## config.mk

```make
export PLATFORM = sky130hd
export DESIGN_NAME = ffa_ctrl
export DESIGN_NICKNAME = d
export VERILOG_FILES = /design/src/ffa_pkg.sv /design/src/ffa_ctrl.sv
export SDC_FILE = /design/constraint.sdc
export NUM_CORES = 1
export LEC_CHECK = 0
export ABC_AREA = 1
export BUFFER_PORTS_ARGS = -buffer_cell sky130_fd_sc_hd__buf_2
export CORE_MARGIN = 1
export CORE_UTILIZATION = 40
export DETAILED_ROUTE_END_ITERATION = 8
export GPL_TIMING_DRIVEN = 0
export PLACE_DENSITY = 0.65
export SLEW_MARGIN = 0
export SYNTH_ARGS = -nofsm -noshare
export SYNTH_HDL_FRONTEND = slang
export SYNTH_SLANG_ARGS = --single-unit
```

## constraint.sdc

```tcl
create_clock -name clk -period 1.2 [get_ports clk]
set_input_delay 0 -clock clk [delete_from_list [all_inputs] [get_ports clk]]
set_output_delay 0 -clock clk [all_outputs]
set_load 0.02 [all_outputs]
```

## src/ffa_pkg.sv

```systemverilog
// ----------------------------------------------------------------------------
// ffa_pkg
// Shared types and constants of the first-fit free-list allocator.
// ----------------------------------------------------------------------------
package ffa_pkg;

    localparam int FREE_ENTRIES = 32;
    localparam int HEAP_UNITS   = 8192;
    localparam int HEADER_BYTES = 8;
    localparam int MIN_REMAIN   = 16;

    localparam int IDX_W  = $clog2(FREE_ENTRIES);
    localparam int CNT_W  = $clog2(FREE_ENTRIES + 1);
    localparam int UNIT_W = $clog2(HEAP_UNITS);
    localparam int OFF_W  = 17;
    localparam int SZ_W   = 18;
    localparam int HDR_W  = OFF_W + 1;
    localparam logic [OFF_W:0] HEAP_SPAN = (OFF_W + 1)'(HEAP_UNITS * 8);

    localparam int IN_W  = 56;
    localparam int OUT_W = 64;

    typedef enum logic [1:0] {
        CMD_ALLOC    = 2'd0,
        CMD_FREE     = 2'd1,
        CMD_COALESCE = 2'd2
    } cmd_t;

    typedef enum logic [1:0] {
        ST_OK      = 2'd0,
        ST_OOM     = 2'd1,
        ST_BAD_PTR = 2'd2,
        ST_FULL    = 2'd3
    } status_t;

    typedef enum logic [1:0] {
        CFG_HEAP_BASE  = 2'd0,
        CFG_HEAP_LIMIT = 2'd1,
        CFG_GROW_SIZE  = 2'd2
    } cfg_idx_t;

    typedef enum logic [3:0] {
        OP_NOP, OP_CLEAR, OP_LOAD, OP_NEXT, OP_REMOVE, OP_GROW, OP_CARVE,
        OP_INSERT, OP_MARK, OP_FREAD, OP_FCOMMIT, OP_MERGE, OP_RESULT
    } dp_op_t;

    typedef enum logic [3:0] {
        S_CLEAR, S_IDLE, S_A_SCAN, S_A_GROW, S_CARVE, S_INS_SCAN, S_MARK,
        S_F_PTR, S_F_CHECK, S_C_STEP, S_DONE
    } state_t;

    typedef struct packed {
        dp_op_t  op;
        status_t status;
        logic    is_alloc;
    } dp_cmd_t;

    typedef struct packed {
        logic clear_last;
        logic scan_end;
        logic fit;
        logic ins_here;
        logic full;
        logic grow_ok;
        logic split;
        logic ptr_ok;
        logic hdr_signed;
        logic merge_end;
    } dp_stat_t;

endpackage

```

## src/ffa_ctrl.sv

```systemverilog
// ----------------------------------------------------------------------------
// ffa_ctrl
// Command sequencer: walks the free table and drives datapath operations.
// ----------------------------------------------------------------------------
module ffa_ctrl
    import ffa_pkg::*;
(
    input  logic     clk,
    input  logic     rst_n,
    input  logic     in_valid,
    input  logic [1:0] in_command,
    output logic     in_ready,
    output logic     out_valid,
    input  logic     out_ready,
    input  dp_stat_t stat,
    output dp_cmd_t  cmd
);

    state_t  state_reg, state_next;
    status_t st_reg, st_next;
    logic    alloc_reg, alloc_next;
    logic    out_valid_reg, out_valid_next;

    always_ff @(posedge clk or negedge rst_n)
    begin
        if (!rst_n)
        begin
            state_reg     <= S_CLEAR;
            st_reg        <= ST_OK;
            alloc_reg     <= 1'b0;
            out_valid_reg <= 1'b0;
        end
        else
        begin
            state_reg     <= state_next;
            st_reg        <= st_next;
            alloc_reg     <= alloc_next;
            out_valid_reg <= out_valid_next;
        end
    end

    // next state
    always_comb
    begin
        state_next = state_reg;
        st_next    = st_reg;
        alloc_next = alloc_reg;
        unique case (state_reg)
            S_CLEAR:
                if (stat.clear_last) state_next = S_IDLE;
            S_IDLE:
                if (in_valid)
                begin
                    st_next    = ST_OK;
                    alloc_next = (in_command == CMD_ALLOC);
                    priority case (in_command)
                        CMD_ALLOC:    state_next = S_A_SCAN;
                        CMD_FREE:     state_next = S_F_PTR;
                        CMD_COALESCE: state_next = S_C_STEP;
                        default:      state_next = S_DONE;
                    endcase
                end
            S_A_SCAN:
                if (stat.scan_end)  state_next = S_A_GROW;
                else if (stat.fit)  state_next = S_CARVE;
            S_A_GROW:
                if (stat.grow_ok) state_next = S_CARVE;
                else
                begin
                    st_next    = ST_OOM;
                    state_next = S_DONE;
                end
            S_CARVE:
                state_next = stat.split ? S_INS_SCAN : S_MARK;
            S_INS_SCAN:
                if (stat.scan_end || stat.ins_here)
                    state_next = alloc_reg ? S_MARK : S_DONE;
            S_MARK:
                state_next = S_DONE;
            S_F_PTR:
                if (stat.ptr_ok) state_next = S_F_CHECK;
                else
                begin
                    st_next    = ST_BAD_PTR;
                    state_next = S_DONE;
                end
            S_F_CHECK:
                if (!stat.hdr_signed)
                begin
                    st_next    = ST_BAD_PTR;
                    state_next = S_DONE;
                end
                else if (stat.full)
                begin
                    st_next    = ST_FULL;
                    state_next = S_DONE;
                end
                else state_next = S_INS_SCAN;
            S_C_STEP:
                if (stat.merge_end) state_next = S_DONE;
            S_DONE:
                if (!out_valid_reg || out_ready) state_next = S_IDLE;
            default:
                state_next = S_IDLE;
        endcase
    end

    // outputs
    always_comb
    begin
        cmd.op       = OP_NOP;
        cmd.status   = st_reg;
        cmd.is_alloc = alloc_reg;
        out_valid_next = out_valid_reg && !out_ready;
        unique case (state_reg)
            S_CLEAR:  cmd.op = OP_CLEAR;
            S_IDLE:
                if (in_valid)
                begin
                    cmd.op       = OP_LOAD;
                    cmd.is_alloc = (in_command == CMD_ALLOC);
                end
            S_A_SCAN:
                if (!stat.scan_end) cmd.op = stat.fit ? OP_REMOVE : OP_NEXT;
            S_A_GROW:
                if (stat.grow_ok) cmd.op = OP_GROW;
            S_CARVE:  cmd.op = OP_CARVE;
            S_INS_SCAN:
                cmd.op = (stat.scan_end || stat.ins_here) ? OP_INSERT : OP_NEXT;
            S_MARK:   cmd.op = OP_MARK;
            S_F_PTR:
                if (stat.ptr_ok) cmd.op = OP_FREAD;
            S_F_CHECK:
                if (stat.hdr_signed && !stat.full) cmd.op = OP_FCOMMIT;
            S_C_STEP:
                if (!stat.merge_end) cmd.op = OP_MERGE;
            S_DONE:
                if (!out_valid_reg || out_ready)
                begin
                    cmd.op         = OP_RESULT;
                    out_valid_next = 1'b1;
                end
            default:  cmd.op = OP_NOP;
        endcase
    end

    assign in_ready  = (state_reg == S_IDLE);
    assign out_valid = out_valid_reg;

endmodule

```

==> results of run 1 <==
-- metal layers --
metal,part of all wire (%),track usage [%],vias to the layer above
met3,6.4,2.121,19
met4,4.9,14.35,0
met5,0,0,-
li1,-,-,606
met2,49,47.11,66
met1,39,33.52,563
-- worst paths after layout --
check | startpoint | endpoint | slack [ns] | depth (start not counted)
worst max-delay path | state_reg[2] | cmd[3] | -0.44 | 8
worst min-delay path | out_ready | out_valid | 0.03 | 4
worst max register to register | state_reg[2] | state_reg[1] | -0.28 | 7
worst min register to register | st_reg[1] | st_reg[1] | 0.48 | 2
max in group asynchronous | rst_n | state_reg[2] | 0.88 | 2
min in group asynchronous | rst_n | state_reg[3] | 0.11 | 2
-- repair_timing --
item	in CTS	in global routing
pin swaps	27	8
hold buffers	1	0
setup endpoints to repair	12	13
buffers inserted	24	5
resized for setup	39	13
hold endpoints to repair	8	0
-- cell usage in the layout, fill, tap and decap left out, drive strengths merged --
cell | Yosys | routed
nand3 | 16 | 16
o21ai | 3 | 3
nand3b | 4 | 4
inv | 27 | 27
ha | 4 | 4
nor2 | 28 | 28
dlygate4sd3 | 0 | 1
buf | 3 | 54
o2111ai | 1 | 1
nand4 | 2 | 2
dfrtp | 8 | 8
o211ai | 1 | 1
a21oi | 2 | 2
o22ai | 1 | 1
clkbuf | 0 | 3
nand2 | 59 | 59
-- where the power goes --
group	switching (W)	internal [W]	leakage [nW]
combinational	0.00173	0.00141	0.799
clock	0.000121	0.000116	0.0138
sequential	0.000153	0.000399	0.0989
-- tightest hold or removal path, stage by stage --
cell and delay [ns]:
buf_2 0.07, nor2_1 0.04, inv_1 0.06, o21ai_0 0.08
-- cell type report --
class / instances / area (sq um) / area share [%]
multi-input combinational: 121 / 744.5 / 48.30
timing repair buffer: 53 / 401.6 / 26.06
sequential: 8 / 203.9 / 13.23
inverter: 27 / 111.4 / 7.224
tap: 28 / 35.03 / 2.273
clock buffer: 3 / 22.52 / 1.461
buffer: 2 / 22.52 / 1.461
-- cell families (layout without fill, tap and decap cells) --
kind of cell / Yosys count / after routing / share of synthesized area (%)
compound gates: 8 / 8 / 5.047
simple gates: 109 / 109 / 54.85
fa+ha+maj: 4 / 4 / 5.312
flops: 8 / 8 / 21.25
buf+inv: 30 / 85 / 13.54
-- through the flow --
stage / instance area, sq um / TNS, ns / hold WS (ns) / std cells / worst slack [ns]
CTS: 1470 / -2.457 / 0.02912 / 237 / -0.2973
finish: 1541 / -3.468 / 0.03029 / 242 / -0.4374
global placement: 1127 / -1.323 / -0.1417 / 211 / -0.1912
floorplan: 972.2 / -0.05508 / -0.2956 / 159 / -0.01756
detailed placement: 1127 / -1.425 / -0.1379 / 211 / -0.1768
global route: 1541 / -4.017 / 0.05815 / 242 / -0.4435
==> qor.csv, run 1 <==
metric,value,unit
status,finished with violations,
failing checks,negative setup slack,
total number of vias,1254,
Crit Path Max Fanout,4,
ys async rst share,100.0,%
later-pin clock latency in the skew report,0.27,ns
layout cells sized above 1,50.00,%
CP endpoint kind,primary output,
cell family with most CP delay,simple AND/OR/NAND/NOR gates,
DRC viols,0,
Ys Warns,0,
Synth cell types,23,
Max H-tree Level,1,
synthesized area,942.2,sq um
max reg flops,4,
Mapped Avg Cell Area,5.925,sq um
final worst setup slack,-0.4374,ns
Most used DFF post-synth,dfrtp_1,
Synth area leaders,"nand2_1 (22%), dfrtp_1 (21%), inv_1 (9.2%), nor2_1 (8.4%), nand3_1 (7.4%)",
Max Root-Sink Buffers,2,
Startpoint Class,register,
vias in the first global route,1148,
"Core Util, Final",69.68,%
Worst Max-Slew Pin Slew,0.2886,ns
WL per Instance,14.00,microns
First DRT Iteration DRCs,33,
"IR drop worst, VDD",1548,uV
"Cell Chain, Critical Path",buf_6 > nand2_4 > nor2_2 > nand2_2 > nand2_2 > nor2_2 > nand4_1 > buf_4,
Post-synth EDFFs,0,
ant diodes,0,
chip width,50.53,microns
largest net degree at the start of global routing,9,
Sink Count,8,
vias per cell,5.182,
Worst Skew,0.007207,ns
final setup fails,12,
core area,0.002212,sq mm
buffers and inverters on the worst path,2,
initial antenna violation count,0,
Starting Density,42.59,%
Synth top area share,22.31,%
Die Y,50.53,microns
CP max stage delay,0.48,ns
Syn Nets,179,
Slew headroom,80.70,%
Routability Congestion,0.9091,
RSZ-0062 raised after global routing,true,
DRT Pass-1 Iters,4,
max cap viols,0,
Fill cells,196,
most instantiated library cell after synthesis,nand2_1,
Final HPWL DP,2014,microns
Synth area leader,nand2_1,
Syn-to-layout area delta,63.61,%
Leak,0.9121,nW
I/O pin total,25,
Worst Path Required,1.20,ns
first-pass GRT wire length,5112,microns
Post-Syn Instances,159,
Root Driver,clkbuf_4,
NumNets Final,236,
f_max,610.7,MHz
total track usage,27.31,%
total wire length,3387,microns
Worst Setup Path Type,register to primary output,
max-slew violations,0,
die area,0.002553,sq mm
count of buffers from port buffering,24,
Row Count,17,
Overflow after GRT,0,
Final period util,136.4,%
Final ANT Viol Nets,0,
Min-Delay Path Class,input pin to register,
Final Power,0.003922,W
CTS clock-pin slew for the worst setup and hold paths,0.06,ns
CTS Buf Count,3,
critical path's slowest cell,dfrtp_2,
Period minus WS final,1.637,ns
"Seq/Total Area, Yosys",21.25,%
"Data arrival, critical path",1.64,ns
Commonest cells post-synth,"nand2_1 (56), inv_1 (23), nor2_1 (21)",
power per cell area,2544,mW/mm^2
CTS tree,yes,
Yosys reg bits,8,
Final Hold Vio Count,0,
Power figures use the tool's default switching activity.
==> run 2, diff against run 1 <==
--- a/config.mk
+++ b/config.mk
@@ -8,4 +8,5 @@
 export ABC_AREA = 1
 export BUFFER_PORTS_ARGS = -buffer_cell sky130_fd_sc_hd__buf_2
+export CORE_ASPECT_RATIO = 0.6
 export CORE_MARGIN = 1
 export CORE_UTILIZATION = 40
==> constraint.sdc (replaced) <==
create_clock -name clk -period 1.2 [get_ports clk]
set_input_delay 0.06 -clock clk [delete_from_list [all_inputs] [get_ports clk]]
set_output_delay 0.06 -clock clk [all_outputs]
set_load 0.02 [all_outputs]
==> run 2 against run 1 <==
Net effect: the run still ends with negative setup slack left; sequential share of layout area is 0.27 points lower; global-route usage is 0.75 points higher; core utilization is 2.0 points higher; critical path type unchanged; largest cell class unchanged.
==> qor.csv, run 2 (synthesized netlist as in run 1, its figures left out) <==
metric,value,unit
max reg flops,4,
vias in the first global route,1101,
failing checks,negative setup slack,
"Data arrival, critical path",1.56,ns
Min Hold Slack,0.1525,ns
Fill cells,165,
DRT Pass-1 Iters,5,
Reg2Reg Setup Slack,-0.38,ns
Period minus WS final,1.620,ns
CTS tree,yes,
I/O pin total,25,
cell family with most CP delay,flip-flops,
Starting Density,42.91,%
First DRT Iteration DRCs,134,
Worst Hold End,alloc_reg,
final setup fails,12,
"Cell Chain, Critical Path",inv_4 > nor2_8 > nand3b_1 > nand2_1 > inv_2 > nand4_1 > buf_4,
Min-Delay Path Class,input pin to register,
Worst Path Required,1.14,ns
R2R depth,9,
Final Hold Vio Count,0,
total number of vias,1307,
Row Count,13,
origin of the worst setup path,state_reg[0],
CP max stage delay,0.52,ns
CTS clock-pin slew for the worst setup and hold paths,0.04,ns
total wire length,3771,microns
Worst Max-Slew Pin Slew,0.2731,ns
die area,0.002560,sq mm
Max Root-Sink Buffers,2,
later-pin clock latency in the skew report,0.23,ns
Sum Neg Setup Slack,-4.010,ns
Hold Path Origin,in_valid,
Final ANT Viol Nets,0,
chip width,64.66,microns
RSZ-0062 raised after global routing,true,
Place WS,-0.1928,ns
final worst setup slack,-0.4199,ns
Startpoint Class,register,
status,finished with violations,
max-slew violations,0,
most frequent cells in the layout,"nand2_1 (43), inv_1 (19), buf_2 (18)",
ant diodes,0,
vias per cell,5.562,
total track usage,28.07,%
Worst Skew,0.001138,ns
layout cells sized above 1,49.27,%
Sink Count,8,
max cap viols,0,
Routability Congestion,0.8727,
Die Y,39.59,microns
Syn-to-layout area delta,67.07,%
area taken by multi-input logic gates,824.5,sq um
DRC viols,0,
buffers and inverters on the worst path,3,
largest net degree at the start of global routing,9,
count of buffers from port buffering,24,
hold depth,3,
core area,0.002196,sq mm
Critical R2R Launch,state_reg[0],
Max H-tree Level,1,
CTS Buf Count,3,
Crit Path Max Fanout,6,
Overflow after GRT,0,
power per cell area,2606,mW/mm^2
f_max,617.3,MHz
first-pass GRT wire length,5050,microns
Slew headroom,81.79,%
WL per Instance,16.05,microns
CP endpoint kind,primary output,
non-filler instance count after layout,235,
Worst Setup Path Type,register to primary output,
"IR drop worst, VDD",956.0,uV
critical path's slowest cell,dfrtp_2,
R2R Path End,state_reg[1],
Root Driver,clkbuf_8,
Final period util,135.0,%
initial antenna violation count,0,
NumNets Final,227,
"most common cell after layout, fill and taps aside",nand2_1,
Final HPWL DP,2132,microns
Post-Place Cells,213,
Reg area,203.9,sq um
Leak,0.9227,nW
[run 2: changes by cell type in the layout (fill, tap and decap cells not counted), sizes merged]
cell,delta
buf,-9
[run 2: per-stage QoR]
| stage | utilization (%) | total power [W] | instance area [sq um] |
|---|---|---|---|
| finish | 71.68 | 0.004101 | 1574 |
| global route | 71.68 | 0.004331 | 1574 |
| CTS | 65.36 | 0.003559 | 1435 |
| detailed placement | 51.97 | 0.002565 | 1141 |
| global placement | 51.97 | 0.002559 | 1141 |
| floorplan | - | 0.002062 | 983.4 |
[run 2: tightest hold or removal path: cells and delay by family]
kind,cells,cell delay (ns)
AO/OA/AOI/OAI,1,0.06
buffers and inverters,1,0.13
AND/OR/NAND/NOR,1,0.09
[run 2: final cells by class]
type	instances	share of cell area, %
repair buffers	44	20.75
inverters	27	7.234
well taps	30	2.385
multi-input cells	121	52.38
flip-flops and latches	8	12.96
plain buffers	2	1.669
clock buffers	3	2.623
[run 2: how the worst max path moves through the flow]
stage                endpoint  depth (start not counted)
floorplan              cmd[5]                          4
global placement       cmd[4]                          7
detailed placement  st_reg[1]                          8
finish                 cmd[6]                          7
CTS                    cmd[5]                          8
global route           cmd[3]                          8
[run 2: what timing repair did]
item	4_1_cts	5_1_grt
hold endpoints to repair	8	0
endpoints found under the setup margin	12	13
pin swaps	20	12
hold buffers	1	0
setup buffers	17	4
resized for setup	39	25
[run 2: metal layers]
layer	global-route usage, %	vias to the layer above	routed length, microns
met5	0	-	0
met4	11.11	0	180
met3	8.140	24	544
met2	47.37	128	1626
met1	34.35	569	1420
li1	-	586	-
[run 2: power by group]
part / switching (W) / internal (W)
clock: 0.000110 / 0.000218
combinational: 0.00186 / 0.00133
sequential: 0.000177 / 0.000400
total: 0.00215 / 0.00195
